### src/led_pattern_generator_top_defines.svh
// Assertion macros shared by the LED pattern generator RTL.
// Define ASSERT_OFF to compile every assertion away.
`ifndef LED_PATTERN_GENERATOR_TOP_DEFINES_SVH
`define LED_PATTERN_GENERATOR_TOP_DEFINES_SVH

`ifndef ASSERT_OFF

// Same-cycle implication, disabled while reset is asserted.
`define LPG_ASSERT_IMP(label, clk, rst_n, ante, cons) \
    label: assert property (@(posedge clk) disable iff (!rst_n) (ante) |-> (cons)) \
        else $error("lpg assertion failed");

// Next-cycle implication, disabled while reset is asserted.
`define LPG_ASSERT_NEXT(label, clk, rst_n, ante, cons) \
    label: assert property (@(posedge clk) disable iff (!rst_n) (ante) |=> (cons)) \
        else $error("lpg assertion failed");

`else

`define LPG_ASSERT_IMP(label, clk, rst_n, ante, cons)
`define LPG_ASSERT_NEXT(label, clk, rst_n, ante, cons)

`endif

`endif

### src/lpg_pkg.sv
package lpg_pkg;

    localparam int CFG_IDX_W   = 2;
    localparam int CFG_DATA_W  = 32;
    localparam int PHASE_CNT_W = 16;
    localparam int TEMP_CNT_W  = 32;
    localparam int S_TDATA_W   = 8;
    localparam int M_TDATA_W   = 8;

    // Phases per cycle of the two flashing patterns.
    localparam logic [2:0] FLASH_PHASES     = 3'd2;
    localparam logic [2:0] FLASH_ALT_PHASES = 3'd3;

    typedef enum logic [1:0] {
        MODE_TICK  = 2'd0,
        MODE_LOAD  = 2'd1,
        MODE_CLEAR = 2'd2,
        MODE_RSVD  = 2'd3
    } t_mode;

    typedef enum logic [2:0] {
        PAT_BLINK      = 3'd0,
        PAT_STEADY_ON  = 3'd1,
        PAT_STEADY_OFF = 3'd2,
        PAT_TIMED      = 3'd3,
        PAT_ALT_BLINK  = 3'd4
    } t_pattern;

    typedef enum logic [CFG_IDX_W-1:0] {
        CFG_ACTIVE_LEVEL = 2'd0,
        CFG_SECOND_PIN   = 2'd1,
        CFG_FLASH_TICKS  = 2'd2,
        CFG_TEMP_TIMEOUT = 2'd3
    } t_cfg_idx;

    typedef struct packed {
        logic                   active_level;
        logic                   second_pin_present;
        logic [PHASE_CNT_W-1:0] flash_ticks;
        logic [TEMP_CNT_W-1:0]  temp_timeout_ticks;
    } t_cfg;

    typedef struct packed {
        t_mode      mode;
        logic [2:0] pattern;
        logic       led_enable;
        logic       switch_on;
    } t_item;

    typedef struct packed {
        logic temp_expired;
        logic pin1_level;
        logic pin0_level;
    } t_result;

endpackage

### src/led_pattern_generator_top.sv
// Channel   Direction  Ports                      Contents
// s_axis    in         i_s_tvalid/o_s_tready      tuser: mode; tdata: pattern, enable, switch
// m_axis    out        o_m_tvalid/i_m_tready      tdata: pin0, pin1, temp_expired
// cfg       in         i_cfg_valid/o_cfg_ready    index 0..3, 32-bit write data
//
// One input beat per clock is sustained while m_axis is not stalled; each beat yields exactly one
// result beat, through the input register, then pattern logic into the result register.
// Synchronous active-low reset sets the config registers to their defaults and clears pattern state and both valids.
// Backpressure on m_axis stalls the core; s_axis keeps taking one more beat into the
// input register while a finished result waits.
// Config registers are always ready and take effect on the next beat.
module led_pattern_generator_top
    import lpg_pkg::*;
(
    input  logic                  i_clk,
    input  logic                  i_rst_n,

    input  logic                  i_s_tvalid,
    output logic                  o_s_tready,
    input  logic [1:0]            i_s_tuser,   // [1:0] mode
    input  logic [S_TDATA_W-1:0]  i_s_tdata,   // [2:0] pattern, [3] led_enable, [4] switch_on

    output logic                  o_m_tvalid,
    input  logic                  i_m_tready,
    output logic [M_TDATA_W-1:0]  o_m_tdata,   // [0] pin0_level, [1] pin1_level, [2] temp_expired

    input  logic                  i_cfg_valid,
    output logic                  o_cfg_ready,
    input  logic [CFG_IDX_W-1:0]  i_cfg_index,
    input  logic [CFG_DATA_W-1:0] i_cfg_data
);

    t_cfg    w_cfg;
    t_item   w_s_item;
    t_item   w_item;
    logic    w_item_valid;
    logic    w_step;
    t_result w_result;

    // Unpack the slave beat into the item fields.
    assign w_s_item.mode       = t_mode'(i_s_tuser);
    assign w_s_item.pattern    = i_s_tdata[2:0];
    assign w_s_item.led_enable = i_s_tdata[3];
    assign w_s_item.switch_on  = i_s_tdata[4];

    // Advance the core whenever an item is held and the result register is free
    // or being drained this cycle.
    assign w_step = w_item_valid && (!o_m_tvalid || i_m_tready);

    lpg_cfg_regs u_cfg (
        .i_clk       (i_clk),
        .i_rst_n     (i_rst_n),
        .i_cfg_valid (i_cfg_valid),
        .o_cfg_ready (o_cfg_ready),
        .i_cfg_index (i_cfg_index),
        .i_cfg_data  (i_cfg_data),
        .o_cfg       (w_cfg)
    );

    lpg_in_stage u_in (
        .i_clk     (i_clk),
        .i_rst_n   (i_rst_n),
        .i_valid   (i_s_tvalid),
        .o_ready   (o_s_tready),
        .i_item    (w_s_item),
        .i_advance (w_step),
        .o_valid   (w_item_valid),
        .o_item    (w_item)
    );

    lpg_core u_core (
        .i_clk    (i_clk),
        .i_rst_n  (i_rst_n),
        .i_step   (w_step),
        .i_item   (w_item),
        .i_cfg    (w_cfg),
        .o_result (w_result)
    );

    lpg_out_stage u_out (
        .i_clk    (i_clk),
        .i_rst_n  (i_rst_n),
        .i_load   (w_step),
        .i_result (w_result),
        .o_tvalid (o_m_tvalid),
        .i_tready (i_m_tready),
        .o_tdata  (o_m_tdata)
    );

endmodule

### src/lpg_cfg_regs.sv
module lpg_cfg_regs
    import lpg_pkg::*;
(
    input  logic                  i_clk,
    input  logic                  i_rst_n,
    input  logic                  i_cfg_valid,
    output logic                  o_cfg_ready,
    input  logic [CFG_IDX_W-1:0]  i_cfg_index,
    input  logic [CFG_DATA_W-1:0] i_cfg_data,
    output t_cfg                  o_cfg
);

    t_cfg r_cfg;
    t_cfg n_cfg;

    assign o_cfg_ready = 1'b1;
    assign o_cfg       = r_cfg;

    always_comb begin
        n_cfg = r_cfg;
        if (i_cfg_valid) begin
            unique case (t_cfg_idx'(i_cfg_index))
                CFG_ACTIVE_LEVEL: n_cfg.active_level       = i_cfg_data[0];
                CFG_SECOND_PIN:   n_cfg.second_pin_present = i_cfg_data[0];
                CFG_FLASH_TICKS:  n_cfg.flash_ticks        = i_cfg_data[PHASE_CNT_W-1:0];
                CFG_TEMP_TIMEOUT: n_cfg.temp_timeout_ticks = i_cfg_data[TEMP_CNT_W-1:0];
                default:          n_cfg = r_cfg;
            endcase
        end
    end

    always_ff @(posedge i_clk) begin
        if (!i_rst_n) begin
            r_cfg.active_level       <= 1'b1;
            r_cfg.second_pin_present <= 1'b0;
            r_cfg.flash_ticks        <= PHASE_CNT_W'(1);
            r_cfg.temp_timeout_ticks <= TEMP_CNT_W'(1);
        end else begin
            r_cfg <= n_cfg;
        end
    end

endmodule

### src/lpg_in_stage.sv
`include "led_pattern_generator_top_defines.svh"

module lpg_in_stage
    import lpg_pkg::*;
(
    input  logic  i_clk,
    input  logic  i_rst_n,
    input  logic  i_valid,
    output logic  o_ready,
    input  t_item i_item,
    input  logic  i_advance,
    output logic  o_valid,
    output t_item o_item
);

    logic  r_valid;
    logic  n_valid;
    t_item r_item;
    logic  w_accept;

    // Take a new beat when the register is empty or drains this cycle.
    assign o_ready  = !r_valid || i_advance;
    assign w_accept = i_valid && o_ready;
    assign o_valid  = r_valid;
    assign o_item   = r_item;

    always_comb begin
        if (w_accept) begin
            n_valid = 1'b1;
        end else if (i_advance) begin
            n_valid = 1'b0;
        end else begin
            n_valid = r_valid;
        end
    end

    always_ff @(posedge i_clk) begin
        if (!i_rst_n) begin
            r_valid <= 1'b0;
        end else begin
            r_valid <= n_valid;
        end
    end

    always_ff @(posedge i_clk) begin
        if (w_accept) begin
            r_item <= i_item;
        end
    end

    `LPG_ASSERT_IMP(a_adv_needs_item, i_clk, i_rst_n, i_advance, r_valid)
    `LPG_ASSERT_NEXT(a_held_item_stays, i_clk, i_rst_n, r_valid && !i_advance, r_valid && (r_item == $past(r_item)))

endmodule

### src/lpg_core.sv
`include "led_pattern_generator_top_defines.svh"

module lpg_core
    import lpg_pkg::*;
(
    input  logic    i_clk,
    input  logic    i_rst_n,
    input  logic    i_step,
    input  t_item   i_item,
    input  t_cfg    i_cfg,
    output t_result o_result
);

    logic [2:0]             r_held_pattern;
    logic                   r_held_enable;
    logic [1:0]             r_phase_index;
    logic [PHASE_CNT_W-1:0] r_phase_count;
    logic [TEMP_CNT_W-1:0]  r_temp_count;
    logic [1:0]             r_lit;

    logic [2:0]             n_held_pattern;
    logic                   n_held_enable;
    logic [1:0]             n_phase_index;
    logic [PHASE_CNT_W-1:0] n_phase_count;
    logic [TEMP_CNT_W-1:0]  n_temp_count;
    logic [1:0]             n_lit;

    logic                   w_load;
    logic                   w_tick;
    logic                   w_dark;
    logic [1:0]             w_pi;
    logic [PHASE_CNT_W-1:0] w_pc;
    logic [TEMP_CNT_W-1:0]  w_tc;
    logic [PHASE_CNT_W-1:0] w_pc_inc;
    logic [2:0]             w_pi_inc;
    logic                   w_phase_wrap;
    logic [2:0]             w_nphases;
    logic [1:0]             w_pi_adv;
    logic [TEMP_CNT_W-1:0]  w_tc_inc;
    logic                   w_expired;

    assign w_load = (i_item.mode == MODE_LOAD);
    assign w_tick = (i_item.mode == MODE_TICK);
    assign w_dark = (i_item.mode == MODE_CLEAR) || (i_item.mode == MODE_RSVD)
                    || !i_item.switch_on;

    // A load restarts the timers before the pattern is evaluated.
    assign w_pi = w_load ? 2'd0 : r_phase_index;
    assign w_pc = w_load ? '0 : r_phase_count;
    assign w_tc = w_load ? '0 : r_temp_count;

    assign w_nphases    = (n_held_pattern == PAT_ALT_BLINK) ? FLASH_ALT_PHASES : FLASH_PHASES;
    assign w_pc_inc     = w_pc + PHASE_CNT_W'(1);
    assign w_phase_wrap = (w_pc_inc >= i_cfg.flash_ticks);
    assign w_pi_inc     = {1'b0, w_pi} + 3'd1;
    assign w_pi_adv     = (w_pi_inc >= w_nphases) ? 2'd0 : w_pi_inc[1:0];
    assign w_tc_inc     = w_tc + TEMP_CNT_W'(1);

    always_comb begin
        n_held_pattern = w_load ? i_item.pattern : r_held_pattern;
        n_held_enable  = w_load ? i_item.led_enable : r_held_enable;
        n_phase_index  = w_pi;
        n_phase_count  = w_pc;
        n_temp_count   = w_tc;
        n_lit          = r_lit;
        w_expired      = 1'b0;

        if (w_dark) begin
            n_lit         = 2'b00;
            n_phase_index = 2'd0;
            n_phase_count = '0;
            n_temp_count  = '0;
        end else if (n_held_enable) begin
            case (t_pattern'(n_held_pattern))
                PAT_BLINK, PAT_ALT_BLINK: begin
                    if (w_tick) begin
                        n_phase_count = w_phase_wrap ? '0 : w_pc_inc;
                        n_phase_index = w_phase_wrap ? w_pi_adv : w_pi;
                    end
                    if (n_held_pattern == PAT_BLINK) begin
                        n_lit = (n_phase_index == 2'd0) ? 2'b11 : 2'b00;
                    end else begin
                        n_lit = (n_phase_index == 2'd0) ? 2'b01 :
                                (n_phase_index == 2'd1) ? 2'b10 : 2'b00;
                    end
                end
                PAT_STEADY_ON: begin
                    n_lit = 2'b11;
                end
                PAT_STEADY_OFF: begin
                    n_lit = 2'b00;
                end
                PAT_TIMED: begin
                    n_lit = 2'b11;
                    if (w_tick) begin
                        n_temp_count = w_tc_inc;
                        if (w_tc_inc >= i_cfg.temp_timeout_ticks) begin
                            w_expired     = 1'b1;
                            n_held_enable = 1'b0;
                            n_temp_count  = '0;
                        end
                    end
                end
                default: begin
                    // Unknown pattern code: pins and timers hold.
                end
            endcase
        end
    end

    always_comb begin
        o_result.pin0_level   = n_lit[0] ? i_cfg.active_level : !i_cfg.active_level;
        o_result.pin1_level   = (i_cfg.second_pin_present && n_lit[1]) ?
                                i_cfg.active_level : !i_cfg.active_level;
        o_result.temp_expired = w_expired;
    end

    always_ff @(posedge i_clk) begin
        if (!i_rst_n) begin
            r_held_pattern <= PAT_BLINK;
            r_held_enable  <= 1'b0;
            r_phase_index  <= 2'd0;
            r_phase_count  <= '0;
            r_temp_count   <= '0;
            r_lit          <= 2'b00;
        end else if (i_step) begin
            r_held_pattern <= n_held_pattern;
            r_held_enable  <= n_held_enable;
            r_phase_index  <= n_phase_index;
            r_phase_count  <= n_phase_count;
            r_temp_count   <= n_temp_count;
            r_lit          <= n_lit;
        end
    end

    `LPG_ASSERT_NEXT(a_expire_disables, i_clk, i_rst_n, i_step && w_expired, !r_held_enable && (r_temp_count == '0))
    `LPG_ASSERT_IMP(a_phase_in_range, i_clk, i_rst_n, 1'b1, r_phase_index < FLASH_ALT_PHASES[1:0])
    `LPG_ASSERT_NEXT(a_dark_clears, i_clk, i_rst_n, i_step && w_dark, (r_lit == 2'b00) && (r_phase_count == '0))

endmodule

### src/lpg_out_stage.sv
`include "led_pattern_generator_top_defines.svh"

module lpg_out_stage
    import lpg_pkg::*;
(
    input  logic                 i_clk,
    input  logic                 i_rst_n,
    input  logic                 i_load,
    input  t_result              i_result,
    output logic                 o_tvalid,
    input  logic                 i_tready,
    output logic [M_TDATA_W-1:0] o_tdata
);

    logic    r_valid;
    logic    n_valid;
    t_result r_result;

    assign o_tvalid = r_valid;
    assign o_tdata  = M_TDATA_W'(r_result);

    always_comb begin
        if (i_load) begin
            n_valid = 1'b1;
        end else if (i_tready) begin
            n_valid = 1'b0;
        end else begin
            n_valid = r_valid;
        end
    end

    always_ff @(posedge i_clk) begin
        if (!i_rst_n) begin
            r_valid <= 1'b0;
        end else begin
            r_valid <= n_valid;
        end
    end

    always_ff @(posedge i_clk) begin
        if (i_load) begin
            r_result <= i_result;
        end
    end

    `LPG_ASSERT_IMP(a_no_overwrite, i_clk, i_rst_n, i_load && r_valid, i_tready)

endmodule

### config.mk
export PLATFORM = sky130hd
export DESIGN_NAME = led_pattern_generator_top
export DESIGN_NICKNAME = d
export VERILOG_FILES = /design/src/lpg_pkg.sv /design/src/led_pattern_generator_top.sv /design/src/lpg_cfg_regs.sv /design/src/lpg_in_stage.sv /design/src/lpg_core.sv /design/src/lpg_out_stage.sv
export VERILOG_INCLUDE_DIRS = /design/src /design/src/src
export SDC_FILE = /design/constraint.sdc
export NUM_CORES = 1
export LEC_CHECK = 0
export BUFFER_PORTS_ARGS = -buffer_cell sky130_fd_sc_hd__buf_2
export CAP_MARGIN = 20
export CORE_MARGIN = 3
export CORE_UTILIZATION = 55
export CTS_BUF_LIST = sky130_fd_sc_hd__clkbuf_8
export DETAILED_ROUTE_END_ITERATION = 10
export PLACE_DENSITY = 0.74
export REMOVE_ABC_BUFFERS = 1
export SLEW_MARGIN = 20
export SYNTH_ARGS = -nofsm -noshare
export SYNTH_HDL_FRONTEND = slang
export SYNTH_SLANG_ARGS = --single-unit
### constraint.sdc
create_clock -name i_clk -period 10.33 [get_ports i_clk]
set_input_delay 1.5495 -clock i_clk [delete_from_list [all_inputs] [get_ports i_clk]]
set_output_delay 1.5495 -clock i_clk [all_outputs]
set_load 0.1 [all_outputs]
# Word level (Yosys, flattened, before mapping)
# Index checks and enable logic that the tools add are counted.
[totals]
register_bits = 118
latch_bits = 0
mem_bits_rw = 0
romBits = 0
output_inout_bits = 11
elab_cells = 107
memories = 0
[op_classes]
n_addsub = 3
mul = 0
div = 0
n_lt_le_gt_ge = 3
eq_ne = 11
shift = 0
mux = 44
n_bitwise = 3
n_reduce_logical = 24
[op_table]
columns = ["op", "count"]
rows = [
  ["2-to-1 mux 32 bit", 6],
  ["2-to-1 mux 16 bit", 6],
  ["adder 32 x 1 -> 32 bit, second input constant", 1],
  ["greater-or-equal comparator 32 bit", 1],
  ["2-to-1 mux 2 bit", 16],
  ["adder 16 x 1 -> 16 bit, second input constant", 1],
  ["greater-or-equal comparator 16 bit", 1],
  ["2-to-1 mux 1 bit", 14],
  ["== test 2 bit, second input constant", 4],
  ["AND reduction 2 bit", 4],
  ["== test 2 x 1 -> 1 bit, second input constant", 3],
  ["== test 3 x 2 -> 1 bit, second input constant", 2],
  ["logical NOT 2 bit", 3],
  ["case mux 2 bit (3 select lines)", 1],
  ["logical NOT 1 bit", 4],
  ["logical OR 1 bit", 4],
  ["nonzero test 2 bit", 2],
  ["OR reduction 2 bit", 2],
  ["OR reduction 4 bit", 1],
  ["adder 2 x 1 -> 3 bit, second input constant", 1],
  ["== test 3 x 1 -> 1 bit, second input constant", 1],
  ["== test 3 bit, second input constant", 1],
  ["greater-or-equal comparator 3 bit", 1],
  ["logical AND 1 bit", 3],
  ["3 further kinds", 5],
]

# Depth between registers and ports, before layout
[logic_depth]
ltp_word = 20
mapped_depth = 24
ltp_nobuf = 19

# By module
# A second synthesis with hierarchy kept.
[hier_totals]
cells_unflattened = 920
area_unflattened_um2 = 7553.5
[modules_own_cells]
columns = ["module", "n_inst", "cells_per_inst", "area_each_um2", "seq_area_each_um2"]
rows = [
  ["lpg_core", 1, 690, 5103.6, 1121.1],
  ["lpg_cfg_regs", 1, 204, 1998.2, 1001.0],
  ["lpg_in_stage", 1, 12, 267.8, 230.2],
  ["lpg_out_stage", 1, 12, 172.7, 110.1],
  ["led_pattern_generator_top", 1, 2, 11.3, 0.0],
]

# Worst setup path before layout
# OpenSTA, ideal clock, no wires.
[synth_timing]
kind = "flip-flop to flip-flop"
from = "reg u_in.r_item (netlist bit u_in.o_item[6])"
to = "reg u_out.r_result (netlist bit u_out.o_tdata[1]), data pin"
setup_ns = 0.258
arrival_time_ns = 4.563
required_time_ns = 10.072
path_slack_ns = 5.508
path_stages_with_launch = 24
n_path_buf = 5
synth_period_minus_slack_ns = 4.822
cell_sequence = "edfxtp_1 > nand2b_1 > buf_6 > buf_2 > buf_1 > clkbuf_1 > and2_1 > ha_1 > nand4_1 > nor3_1 > nand3_1 > xor2_1 > nor2_1 > ha_1 > nand4_1 > nor3_2 > or4b_4 > and3_1 > clkbuf_1 > nor3_2 > nor3_1 > a21oi_2 > a21oi_2 > xnor2_1"
[synth_rtl]
columns = ["item", "line", "source"]
rows = [
  ["from (decl)", "lpg_in_stage.sv:18", "t_item r_item;"],
  ["from (signal assigned)", "lpg_in_stage.sv:47", "r_item <= i_item;"],
  ["to (signal assigned)", "lpg_out_stage.sv:42", "r_result <= i_result;"],
  ["to (decl)", "lpg_out_stage.sv:17", "t_result r_result;"],
]

==> impl_metrics.ini <==
[sta]
fmax_mhz = 180
fin_hold_ws_ns = 0.455
hold_viol = 0
slew_headroom_pct = 26.2
rsz0062_at_grt = false
tightest_slew_ns = 1.11
setup_viol = 0
period_minus_slack_ns = 5.54
finClkSkew_ns = 0.00867
timing.setup.tns_ns = 0
fin_crit_sh_pct = 53.7
fin_ws_ns = 4.79
slew_viol_final = 0

[floorplanning]
rows = 40
die_area_mm2 = 0.0144
ios = 60
die_y_um = 120
die_w_um = 120
core_mm2 = 0.0124
initial_utilization_pct = 57.7

[place]
dpl-instance-area_mm2 = 0.00744
place.port_buffers = 50
globalplace.congestion = 0.873
dp_hpwl_um = 11900
pre_cts_ws_ns = 4.74
dp.cells = 1087

[power_and_ir_drop]
p_leak_nw = 3.17
peakVddDrop_v = 0.0000799
p_total_mw = 1.04
power.density_mw_per_mm2 = 132

[cts]
numCtsBuffers = 17
clk_latency_ns = 0.46
tritoncts = done
root_buffer = clkbuf_8
cts-htree-levels = 4
cts_setup_buffers = 0
holdBufCountCts = 0
post_cts_resized = 0
clockBufferDepth = 2
cts.reportedPaths.clkPinSlew_ns = 0.07
cts_sinks = 118

[finish]
area_growth_pct = 10.4
layout.cells.non_filler = 1120
drive_above_1_share_pct = 12.2
multi_input_area_mm2 = 0.00426
antennaDiodeCount = 0
register_area_mm2 = 0.00246
fin_nets = 1040
final_cell_mix = nand2_1, dfxtp_1, a21oi_1
final_design_area_no_fill_mm2 = 0.00787
layout_commonest_cell = nand2_1
fin_util_pct = 63.7
fillerInstances = 1130

[yosys]
synth_area_mm2 = 0.00713
synth_area_leader_cell = dfxtp_1
synth_edf_count = 10
yosys.area.top_type_share_pct = 30.3
synth-seq-area-share_pct = 34.5
avgSynthCellArea_um2 = 7.89
async_flop_share_pct = 0
ys_warn_count = 0
synth-seq-cells = 118
synthDistinctLibCells = 68
synth_cells = 904
yosys_most_used_dff = dfxtp_1
synthTopCellsByArea = dfxtp_1, ha_1, nand2_1, a21oi_1, edfxtp_1

[setup_path]
slowest_stage = nor3_1
start_kind = flip-flop
worst_r2r_path_depth = 20
timing.rr.end = u_out.o_tdata[1]
worst-endpoint-arrival_ns = 5.76
crit_type = reg2reg
crit_path_max_fanout = 44
endpoint = u_out.o_tdata[1]
timing.rr.start = u_in.o_item[6]
worst_ep_required_time_ns = 10.54
worst_setup_path_end_kind = flip-flop
crit_start = u_in.o_item[6]
cpPeakStageDelay_ns = 0.56
reg2reg_slack_ns = 4.79
worstPathCellList = nand2b_1 -> buf_4 -> nand2_1 -> inv_1 -> ha_1 -> nand4_1 -> nor3_1 -> nand3_1 -> xor2_1 -> nor2_1 -> ha_1 -> nand4_1 -> nor3_2 -> or4b_4 -> and3_1 -> nor3_2 -> nor3_1 -> a21oi_2 -> a21oi_2 -> xnor2_1

[detailed_routing]
vias = 6348
drc = 0
wl_per_cell_um = 15.3
routed_wl_um = 17100
drtIter0Drc = 423
viasPerCell = 5.67
drt_first_pass_iters = 5
ant_nets = 0

[grt]
antenna_found_initial = 0
grt_max_degree = 72
grt-ovfl-total = 0
globalRouteTotalUtil_pct = 24.3
grt_pass1_wl_um = 28200
grt_pass1_vias = 5855

[status]
status = finished clean

[job]
maxCapViolations = 0

[worst_hold_path]
worstHoldPathType = reg2reg
==> Yosys cell counts (3+ instances only) <==
| cell type | instances |
|---|---|
| nand2_1 | 158 |
| clkbuf_1 | 26 |
| dfxtp_1 | 108 |
| nand2b_1 | 7 |
| nor2b_1 | 5 |
| a21o_1 | 16 |
| o21ai_1 | 3 |
| edfxtp_1 | 10 |
| a22o_1 | 23 |
| xor2_1 | 25 |
| nor3_1 | 12 |
| a22oi_1 | 8 |
| nor2_1 | 72 |
| buf_4 | 8 |
| nand3b_1 | 3 |
| ha_1 | 52 |
| and3_1 | 13 |
| a2bb2oi_1 | 3 |
| o211ai_1 | 3 |
| buf_2 | 7 |
| or3_1 | 5 |
| a21oi_1 | 93 |
| nand3_1 | 37 |
| nor3_2 | 5 |
| mux2i_1 | 10 |
| xnor2_1 | 18 |
| and2_1 | 10 |
| inv_1 | 55 |
| nor2_2 | 4 |
| o21ai_0 | 32 |
| nand4_1 | 20 |
| nor3_4 | 3 |
| and4_1 | 3 |
| buf_1 | 4 |
==> layout make-up <==
cell class,instances,area share (%)
clock buffer,18,3.15
clock inverter,14,2.11
inverter,56,2.67
multi-input combinational,688,54.1
sequential,118,31.3
tap,168,2.67
timing repair buffer,58,4.04
==> power breakdown <==
part / switching [mW] / total, mW / internal (mW)
Sequential: 0.00590 / 0.477 / 0.471
Clock: 0.189 / 0.451 / 0.263
Combinational: 0.0779 / 0.109 / 0.0312
Total: 0.272 / 1.04 / 0.765
==> critical path: cells and delay by family, from the launching register on <==
kind,cells,cell delay (ns)
AND/OR/NAND/NOR,12,3.12
buffers and inverters,2,0.58
adder cells (fa/ha/maj),2,0.50
flip-flops,1,0.47
AO/OA/AOI/OAI,2,0.31
XOR/XNOR,2,0.29
==> how the worst min path moves through the flow <==
stage | startpoint | end | slack (ns) | cells past startpoint
after global placement | u_core.r_lit[1] | u_core.r_lit[1] | 0.44 | 2
after detailed placement | u_cfg.o_cfg[36] | u_cfg.o_cfg[36] | 0.45 | 2
after floorplan | u_core.r_lit[1] | u_core.r_lit[1] | 0.43 | 2
after global routing | u_cfg.o_cfg[37] | u_cfg.o_cfg[37] | 0.47 | 2
final | u_cfg.o_cfg[6] | u_cfg.o_cfg[6] | 0.46 | 2
after CTS | u_cfg.o_cfg[44] | u_cfg.o_cfg[44] | 0.46 | 2
==> sequential cells by signal (all words and copies together) (netlist names) <==
name and count:
u_in.o_valid 1, u_core.r_held_pattern 3, u_out.o_tdata 3, u_core.r_phase_count 16
u_cfg.o_cfg 50, u_core.r_lit 2, u_core.r_held_enable 1, u_core.r_temp_count 32
u_out.o_tvalid 1, u_core.r_phase_index 2, u_in.o_item 7
==> logic make-up (layout without fill, tap and decap cells) <==
kind of cell | count (synthesis) | after routing | share of synthesized area (%)
fa+ha+maj | 52 | 52 | 9.12
buf+inv | 102 | 146 | 6.02
other cells | 2 | 6 | 0.105
flops | 118 | 118 | 34.5
mux | 11 | 11 | 1.60
simple gates | 377 | 377 | 26.1
xor+xnor | 43 | 43 | 5.28
compound gates | 199 | 199 | 17.3
==> layer usage <==
| layer | vias up | GRT usage (%) | part of all wire, % |
|---|---|---|---|
| li1 | 3185 | - | - |
| met1 | 2959 | 32.7 | 48 |
| met2 | 176 | 38.0 | 45 |
| met3 | 28 | 6.41 | 5.9 |
| met4 | 0 | 7.87 | 1.6 |
| met5 | - | 0 | 0 |
No activity file was read; power rests on OpenSTA's default activity.
